===== config.mk =====
export PLATFORM = sky130hd
export DESIGN_NAME = fcou_norm
export DESIGN_NICKNAME = d
export VERILOG_FILES = /design/src/rtl/fcou_pkg.sv /design/src/rtl/fcou_norm.sv
export SDC_FILE = /design/constraint.sdc
export NUM_CORES = 2
export LEC_CHECK = 0
export BUFFER_PORTS_ARGS = -buffer_cell sky130_fd_sc_hd__buf_2
export CELL_PAD_IN_SITES_DETAIL_PLACEMENT = 2
export CELL_PAD_IN_SITES_GLOBAL_PLACEMENT = 2
export CORE_MARGIN = 4
export CORE_UTILIZATION = 44
export DETAILED_ROUTE_END_ITERATION = 10
export GPL_TIMING_DRIVEN = 0
export PLACE_DENSITY = 0.95
export SLEW_MARGIN = 15
export SYNTH_ARGS = -nofsm -noshare
export SYNTH_HDL_FRONTEND = slang
export SYNTH_SLANG_ARGS = --single-unit

===== constraint.sdc =====
create_clock -name clk -period 17.8 [get_ports clk]
set_input_delay 1.78 -clock clk [delete_from_list [all_inputs] [get_ports clk]]
set_output_delay 1.78 -clock clk [all_outputs]
set_load 0.05 [all_outputs]

===== src/rtl/fcou_pkg.sv =====
// Shared types, constants and tables for the fly camera orientation update block.
// Used by fcou_cordic, fcou_norm and fly_camera_orientation_update; depends on nothing.
package fcou_pkg;

    // Angles in 1/128 degree
    localparam int DEG360 = 46080;
    localparam int DEG180 = 23040;
    localparam int DEG90  = 11520;
    localparam int DEG89  = 11392;
    // Q1.14 one
    localparam int ONE14  = 16384;

    // CORDIC start x (gain compensated, Q2.30)
    localparam logic signed [32:0] CORDIC_X0 = 33'sd652032874;
    // arctangent table depth and its index width
    localparam int ATAN_LEN = 24;
    localparam int STEP_W   = 5;

    // request kinds
    localparam logic [1:0] ACT_MOVE   = 2'd0;
    localparam logic [1:0] ACT_LOOK   = 2'd1;
    localparam logic [1:0] ACT_RELOAD = 2'd2;

    // move directions
    localparam logic [2:0] DIR_FWD   = 3'd0;
    localparam logic [2:0] DIR_BACK  = 3'd1;
    localparam logic [2:0] DIR_LEFT  = 3'd2;
    localparam logic [2:0] DIR_RIGHT = 3'd3;

    // configuration register indexes
    localparam logic [2:0] CFG_SPEED  = 3'd0;
    localparam logic [2:0] CFG_SENS   = 3'd1;
    localparam logic [2:0] CFG_WUP    = 3'd2;
    localparam logic [2:0] CFG_SX     = 3'd3;
    localparam logic [2:0] CFG_SY     = 3'd4;
    localparam logic [2:0] CFG_SZ     = 3'd5;
    localparam logic [2:0] CFG_SYAW   = 3'd6;
    localparam logic [2:0] CFG_SPITCH = 3'd7;

    // wide vector component (cross products) and packed Q1.14 component
    typedef logic signed [32:0] wcomp_t;
    typedef logic signed [15:0] vcomp_t;

    // normalizer status back to the sequencer
    typedef struct packed {
        logic done;
        logic ok;
    } norm_stat_t;

    // atan(2^-i) in degrees * 2^16
    function automatic logic [21:0] atan_val(input logic [STEP_W-1:0] idx);
        logic [21:0] v;
        begin
            case (idx)
                5'd0:    v = 22'd2949120;
                5'd1:    v = 22'd1740967;
                5'd2:    v = 22'd919879;
                5'd3:    v = 22'd466945;
                5'd4:    v = 22'd234379;
                5'd5:    v = 22'd117304;
                5'd6:    v = 22'd58666;
                5'd7:    v = 22'd29335;
                5'd8:    v = 22'd14668;
                5'd9:    v = 22'd7334;
                5'd10:   v = 22'd3667;
                5'd11:   v = 22'd1833;
                5'd12:   v = 22'd917;
                5'd13:   v = 22'd458;
                5'd14:   v = 22'd229;
                5'd15:   v = 22'd115;
                5'd16:   v = 22'd57;
                5'd17:   v = 22'd29;
                5'd18:   v = 22'd14;
                5'd19:   v = 22'd7;
                5'd20:   v = 22'd4;
                5'd21:   v = 22'd2;
                5'd22:   v = 22'd1;
                default: v = 22'd0;
            endcase
            return v;
        end
    endfunction

    // one component of a packed vector, x lowest
    function automatic vcomp_t vec_comp(input logic [47:0] v, input logic [1:0] j);
        vcomp_t c;
        begin
            case (j)
                2'd0:    c = v[15:0];
                2'd1:    c = v[31:16];
                default: c = v[47:32];
            endcase
            return c;
        end
    endfunction

endpackage


===== src/rtl/fcou_norm.sv =====
// Vector normalizer: prescale, sum of squares, bit-serial square root, restoring division.
// Depends on fcou_pkg (component types, status struct).
module fcou_norm (
    input  logic                    clk,
    input  logic                    rst_n,
    input  logic                    start,
    input  fcou_pkg::wcomp_t        comp_in [3],
    output logic [47:0]             res,
    output fcou_pkg::norm_stat_t    stat
);

    typedef enum logic [2:0] {
        N_IDLE,
        N_SHIFT,
        N_SQ,
        N_SQRT,
        N_DLOAD,
        N_DIV,
        N_FIN,
        N_FAIL
    } state_t;

    state_t                 state_reg;
    fcou_pkg::wcomp_t       c_reg [3];
    logic [1:0]             j_reg;
    logic [59:0]            prod_reg;
    logic [61:0]            acc_reg;
    logic [63:0]            v_reg;
    logic [63:0]            r_reg;
    logic [63:0]            bit_reg;
    logic [30:0]            len_reg;
    logic [46:0]            rem_reg;
    logic [15:0]            q_reg;
    logic [3:0]             k_reg;
    fcou_pkg::vcomp_t       res_reg [3];
    fcou_pkg::norm_stat_t   stat_reg;

    fcou_pkg::wcomp_t       cs;
    logic [29:0]            cs_abs;
    logic                   any_big;
    logic                   all_zero;
    logic [63:0]            sq_t;
    logic [63:0]            r_step;
    logic [46:0]            dsh;
    logic [15:0]            q_step;
    logic [15:0]            q_cl;

    always_comb
    begin
        case (j_reg)
            2'd0:    cs = c_reg[0];
            2'd1:    cs = c_reg[1];
            default: cs = c_reg[2];
        endcase
    end

    // magnitude fits 30 bits once prescaled
    assign cs_abs = cs[32] ? 30'(-cs) : cs[29:0];

    always_comb
    begin
        any_big = 1'b0;
        for (int i = 0; i < 3; i++)
        begin
            if ((c_reg[i] >= 33'sd1073741824) || (c_reg[i] <= -33'sd1073741824))
                any_big = 1'b1;
        end
    end

    assign all_zero = (comp_in[0] == '0) && (comp_in[1] == '0) && (comp_in[2] == '0);

    assign sq_t   = r_reg + bit_reg;
    assign r_step = (v_reg >= sq_t) ? ((r_reg >> 1) + bit_reg) : (r_reg >> 1);

    assign dsh    = 47'(len_reg) << k_reg;
    assign q_step = {q_reg[14:0], (rem_reg >= dsh)};
    assign q_cl   = (q_step > 16'd16384) ? 16'd16384 : q_step;

    always_ff @(posedge clk or negedge rst_n)
    begin
        if (!rst_n)
        begin
            state_reg <= N_IDLE;
            j_reg     <= '0;
            acc_reg   <= '0;
            v_reg     <= '0;
            r_reg     <= '0;
            bit_reg   <= '0;
            len_reg   <= '0;
            rem_reg   <= '0;
            q_reg     <= '0;
            k_reg     <= '0;
            stat_reg  <= '0;
            for (int i = 0; i < 3; i++)
            begin
                c_reg[i]   <= '0;
                res_reg[i] <= '0;
            end
        end
        else
        begin
            stat_reg <= '0;
            unique case (state_reg)
                N_IDLE:
                begin
                    if (start)
                    begin
                        for (int i = 0; i < 3; i++)
                            c_reg[i] <= comp_in[i];
                        state_reg <= all_zero ? N_FAIL : N_SHIFT;
                    end
                end
                N_SHIFT:
                begin
                    if (any_big)
                    begin
                        for (int i = 0; i < 3; i++)
                            c_reg[i] <= c_reg[i] >>> 1;
                    end
                    else
                    begin
                        j_reg     <= '0;
                        acc_reg   <= '0;
                        state_reg <= N_SQ;
                    end
                end
                N_SQ:
                begin
                    // square one component a cycle, add the previous one
                    if (j_reg != 2'd3)
                        prod_reg <= 60'(cs_abs) * 60'(cs_abs);
                    if (j_reg != 2'd0)
                        acc_reg <= acc_reg + 62'(prod_reg);
                    if (j_reg == 2'd3)
                    begin
                        v_reg     <= 64'(acc_reg) + 64'(prod_reg);
                        r_reg     <= '0;
                        bit_reg   <= 64'd1 << 62;
                        state_reg <= N_SQRT;
                    end
                    j_reg <= j_reg + 1'b1;
                end
                N_SQRT:
                begin
                    if (v_reg >= sq_t)
                        v_reg <= v_reg - sq_t;
                    r_reg   <= r_step;
                    bit_reg <= bit_reg >> 2;
                    if (bit_reg[0])
                    begin
                        len_reg   <= r_step[30:0];
                        j_reg     <= '0;
                        state_reg <= N_DLOAD;
                    end
                end
                N_DLOAD:
                begin
                    if (len_reg == '0)
                        state_reg <= N_FAIL;
                    else
                    begin
                        rem_reg   <= 47'({cs_abs, 14'd0}) + 47'(len_reg[30:1]);
                        q_reg     <= '0;
                        k_reg     <= 4'd15;
                        state_reg <= N_DIV;
                    end
                end
                N_DIV:
                begin
                    if (rem_reg >= dsh)
                        rem_reg <= rem_reg - dsh;
                    q_reg <= q_step;
                    k_reg <= k_reg - 1'b1;
                    if (k_reg == 4'd0)
                    begin
                        res_reg[j_reg] <= cs[32] ? -q_cl : q_cl;
                        j_reg          <= j_reg + 1'b1;
                        state_reg      <= (j_reg == 2'd2) ? N_FIN : N_DLOAD;
                    end
                end
                N_FIN:
                begin
                    stat_reg.done <= 1'b1;
                    stat_reg.ok   <= 1'b1;
                    state_reg     <= N_IDLE;
                end
                N_FAIL:
                begin
                    stat_reg.done <= 1'b1;
                    stat_reg.ok   <= 1'b0;
                    state_reg     <= N_IDLE;
                end
                default:
                    state_reg <= N_IDLE;
            endcase
        end
    end

    assign res  = {res_reg[2], res_reg[1], res_reg[0]};
    assign stat = stat_reg;

endmodule


==> run_results.csv, run 1 <==
group,metric,value,unit
synth,synth_xor_area_share,5.375,%
synth,ys_seq_area_share,20.85,%
synth,synthArstFlopShare,88.91,%
synth,synth.area.mux_share,3.133,%
clock_network,numClockSinks,532,
clock_network,cts_htree_levels,3,
floorplanning,die_w,393.1,um
synth,syn_nets,8820,
synth,synthDistinctLibCells,103,
synth,synthAdderAreaFrac,31.28,%
synth,synth_edf_count,59,
floorplanning,die_h,393.1,um
global_route,overflow,207,
clock_network,cts_buffers,70,
synth,syn_avg_cell_area,8.690,um2
synth,synthFlopType,"dfrtp_1",
synth,yosysWarnings,0,
clock_network,post_cts_resized,0,
clock_network,cts_root_buffer,"clkbuf_16",
synth,synth_simple_gate_area_share,14.38,%
synth,synth_area,65250,um2
clock_network,cts_hold_buf,0,
synth,ys_ff_latch,532,
global_route,grt_use_total,66.12,%
placed_design,gp_congestion,0.9752,
floorplanning,placementRows,141,
floorplanning,ioPinCount,152,
placed_design,numPortBuffers,151,
clock_network,clockBufferDepth,3,
outcome,lastStage,"global routing",
outcome,status,"stopped before the end",
floorplanning,initial_core_util,44.24,%
global_route,grt_max_degree,102,
synth,synth_compound_area_share,17.05,%
placed_design,dp_hpwl,284.2,mm
outcome,stop_error,"[ERROR GRT-0232] Routing congestion too high. Check the congestion heatmap in the GUI.",
synth,synthCells,7509,
clock_network,post-cts-setup-buffers,0,
synth,synth_top_family_by_area,"adder cells",
[per-stage QoR]
stage | std cells | hold slack (ns) | area [um2] | util [%] | worst slack (ns)
after floorplan | 7509 | 0.4525 | 65250 | - | 7.175
after CTS | 9730 | 0.4890 | 71160 | 48.25 | 1.628
after detailed placement | 9603 | 0.4748 | 68680 | 46.57 | 2.144
after global placement | 9590 | 0.4652 | 68420 | 46.39 | 1.884
[cell families after synthesis]
| logic type | count (synthesis) |
|---|---|
| compound gates | 1732 |
| xor+xnor | 391 |
| fa+ha+maj | 1209 |
| buf+inv | 1362 |
| flops | 532 |
| mux | 179 |
| simple gates | 2104 |
[cell usage after synthesis, types with 33 or more instances]
master	instances	area [um2]
nor2b_1	45	281.5
nor4_1	81	506.7
and3_1	45	281.5
inv_1	994	3731
a31oi_1	118	738.2
xnor2_1	219	1918
mux2i_1	130	1301
o21bai_1	62	465.5
ha_1	505	6319
nand2_1	799	2999
nor3_1	78	390.4
edfxtp_1	59	1772
o21a_1	43	322.8
o31ai_1	33	247.7
nand4_1	88	550.5
nand3_1	106	530.5
clkbuf_1	302	1134
dfrtp_1	473	11840
fa_1	704	14090
o21ai_0	402	2012
a22o_1	135	1182
a21o_1	155	1164
a21oi_1	484	2422
a211oi_1	38	285.3
xor2_1	167	1463
nor2_1	690	2590
[layer usage]
layer / track usage, % / GRT overflow
met3: 47.96 / 2
met5: 25.39 / 0
met4: 65.87 / 82
met1: 65.66 / 3
met2: 84.68 / 120
==> inputs of run 2 (changes only) <==
Settings changed: CELL_PAD_IN_SITES_DETAIL_PLACEMENT 2 to not set, CELL_PAD_IN_SITES_GLOBAL_PLACEMENT 2 to not set, CORE_UTILIZATION 44 to 40, PLACE_DENSITY 0.95 to not set, PLACE_DENSITY_LB_ADDON set to 0.15.
==> run 2 against run 1 <==
Net effect: the flow now finishes without violations; synthesized cell count is the same; area after synthesis is the same.
==> run_results.csv, run 2 <==
group,metric,value,unit
outcome,status,"completed",
timing,relSlewSlack,12.72,%
clock_network,cts_buffers,71,
route,wl,235.8,mm
synth,synth_edf_count,59,
layout,nFillCells,16220,
floorplanning,core-area,161300,um2
floorplanning,placementRows,147,
layout,final_cell_mix,"inv_1 (994), nand2_1 (799), fa_1 (704), nor2_1 (689), ha_1 (505)",
worst_setup_path,arrival,14.72,ns
route,drt_first_pass_iters,7,
timing,rsz0062_at_grt,"no",
clock_network,clockBufferDepth,3,
clock_network,cts_htree_levels,3,
layout,area_growth,9.635,%
route,viasPerCell,5.640,
worst_setup_path,cpPeakStageDelay,0.96,ns
clock_network,cts_tree,"built",
synth,syn_avg_cell_area,8.690,um2
synth,synthCells,7509,
worst_setup_path,cp_max_fo,10,
hold_path,min-delay-path-class,"reg2reg",
worst_setup_path,slowest_stage,"clkbuf_1",
timing,finalSetupTns,0,ns
synth,synth_most_common_cell,"inv_1",
synth,ys_ff_latch,532,
timing,fmax,70.05,MHz
worst_setup_path,path_class,"reg2reg",
floorplanning,ioPinCount,152,
clock_network,post-cts-setup-buffers,0,
layout,regArea,13610,um2
synth,synthTopCellsByArea,"fa_1 (22%), dfrtp_1 (18%), ha_1 (9.7%), inv_1 (5.7%), nand2_1 (4.6%)",
timing,finalMaxSlewViolations,0,
route,drcViolationCount,0,
synth,synth_top_area_share,21.60,%
layout,final_cell_count_no_fill,9963,
clock_network,numClockSinks,532,
worst_setup_path,crit_top_cell,"fa_1",
clock_network,cts_root_buffer,"clkbuf_16",
global_route,grt_max_degree,93,
layout,fin_nets,9058,
synth,synthFlopType,"dfrtp_1",
worst_setup_path,required,18.25,ns
layout,largest_register_ffs,99,
route,wl_per_cell,23.67,um
synth,synthDistinctLibCells,103,
layout,drive_gt1_share,5.885,%
timing,final.min_clock_period,14.27,ns
clock_network,post_cts_resized,0,
floorplanning,die_w,411.9,um
route,vias,56200,
run,drv_cap,0,
global_route,overflow,0,
worst_setup_path,critPathCaptureType,"register",
timing,hold_viol_final,0,
worst_setup_path,start_kind,"register",
timing,setup_viol,0,
layout,post-route-util,44.35,%
timing,tightest_slew,1.309,ns
layout,multi_input_area,46530,um2
clock_network,path_clk_slew,0.06,ns
synth,ys_seq_area_share,20.85,%
synth,yosysWarnings,0,
global_route,grt_pass1_vias,56750,
placed_design,numPortBuffers,151,
floorplanning,initial_core_util,40.45,%
floorplanning,die_h,411.9,um
global_route,antenna_found_initial,3,
synth,synthArstFlopShare,88.91,%
synth,synth_area,65250,um2
placed_design,gp_congestion,0.9759,
placed_design,dp_hpwl,191.7,mm
layout,final_common_cell,"inv_1",
synth,synthTopCellsByCount,"inv_1 (994), nand2_1 (799), fa_1 (704), nor2_1 (690), ha_1 (505)",
placed_design,place_inst,9834,
route,final_antenna_net_count,0,
timing,fin_crit_sh,80.20,%
floorplanning,dieArea,169700,um2
global_route,grt_use_total,27.73,%
route,drt_iter0_markers,4848,
synth,syn_nets,8820,
clock_network,clock_latency,0.66,ns
clock_network,cts_hold_buf,0,
global_route,grt_pass1_wl,357.8,mm
timing,finalClockSkew,0.04011,ns
synth,yosysTopAreaCell,"fa_1",
==> run 2: kinds of logic after synthesis <==
kind of cell             count (synthesis)  synth area share [%]
AND/OR/NAND/NOR                       2104                 14.38
AO/OA/AOI/OAI                         1732                 17.05
buffers and inverters                 1362                 7.929
adder cells (fa/ha/maj)               1209                 31.28
flip-flops                             532                 20.85
XOR/XNOR                               391                 5.375
multiplexers                           179                 3.133
==> run 2: worst paths after layout <==
check                          from            to  slack, ns  cells after the start
min in group asynchronous     rst_n    rem_reg[7]       1.01                      1
max in group asynchronous     rst_n   acc_reg[53]      15.48                      3
hold / removal              res[33]       res[33]       0.47                      2
hold reg to reg             res[33]       res[33]       0.47                      2
setup / recovery           j_reg[0]  prod_reg[59]       3.53                     42
setup reg to reg           j_reg[0]  prod_reg[59]       3.53                     42
==> run 2: through the flow <==
stage	setup WS (ns)	instance area, um2	hold slack [ns]
floorplan	7.175	65250	0.4525
global placement	1.705	68710	0.4626
detailed placement	3.602	69010	0.4672
CTS	3.533	71530	0.4801
global route	2.983	71540	0.4928
finish	3.525	71540	0.4739
==> run 2: final cells by class <==
cell class | count | share of cell area, %
multi-input cells | 5615 | 65.04
repair buffers | 165 | 1.389
plain buffers | 354 | 1.948
inverters | 1008 | 5.296
flip-flops and latches | 532 | 19.02
well taps | 2160 | 3.778
clock inverters | 34 | 0.6786
clock buffers | 92 | 2.839
diodes | 3 | 0.01049
==> run 2: worst max-delay path, delay by kind of cell, from the launching register on <==
kind            cells  cell delay, ns
buf+inv            14            3.99
compound gates      9            2.49
xor+xnor            1            0.25
fa+ha+maj          11            5.04
flops               1            0.41
simple gates        7            1.86
==> run 2: routing by layer <==
metal	vias up	GRT usage (%)	share of wire, %
li1	25830	-	-
met1	28010	38.42	44
met2	1913	43.27	44
met3	442	4.907	6.8
met4	2	10.61	4.6
met5	-	0	0.0034
Power of run 2 is not shown: default switching activity piles up to over one toggle a cycle in this logic, so the estimate is an artifact.
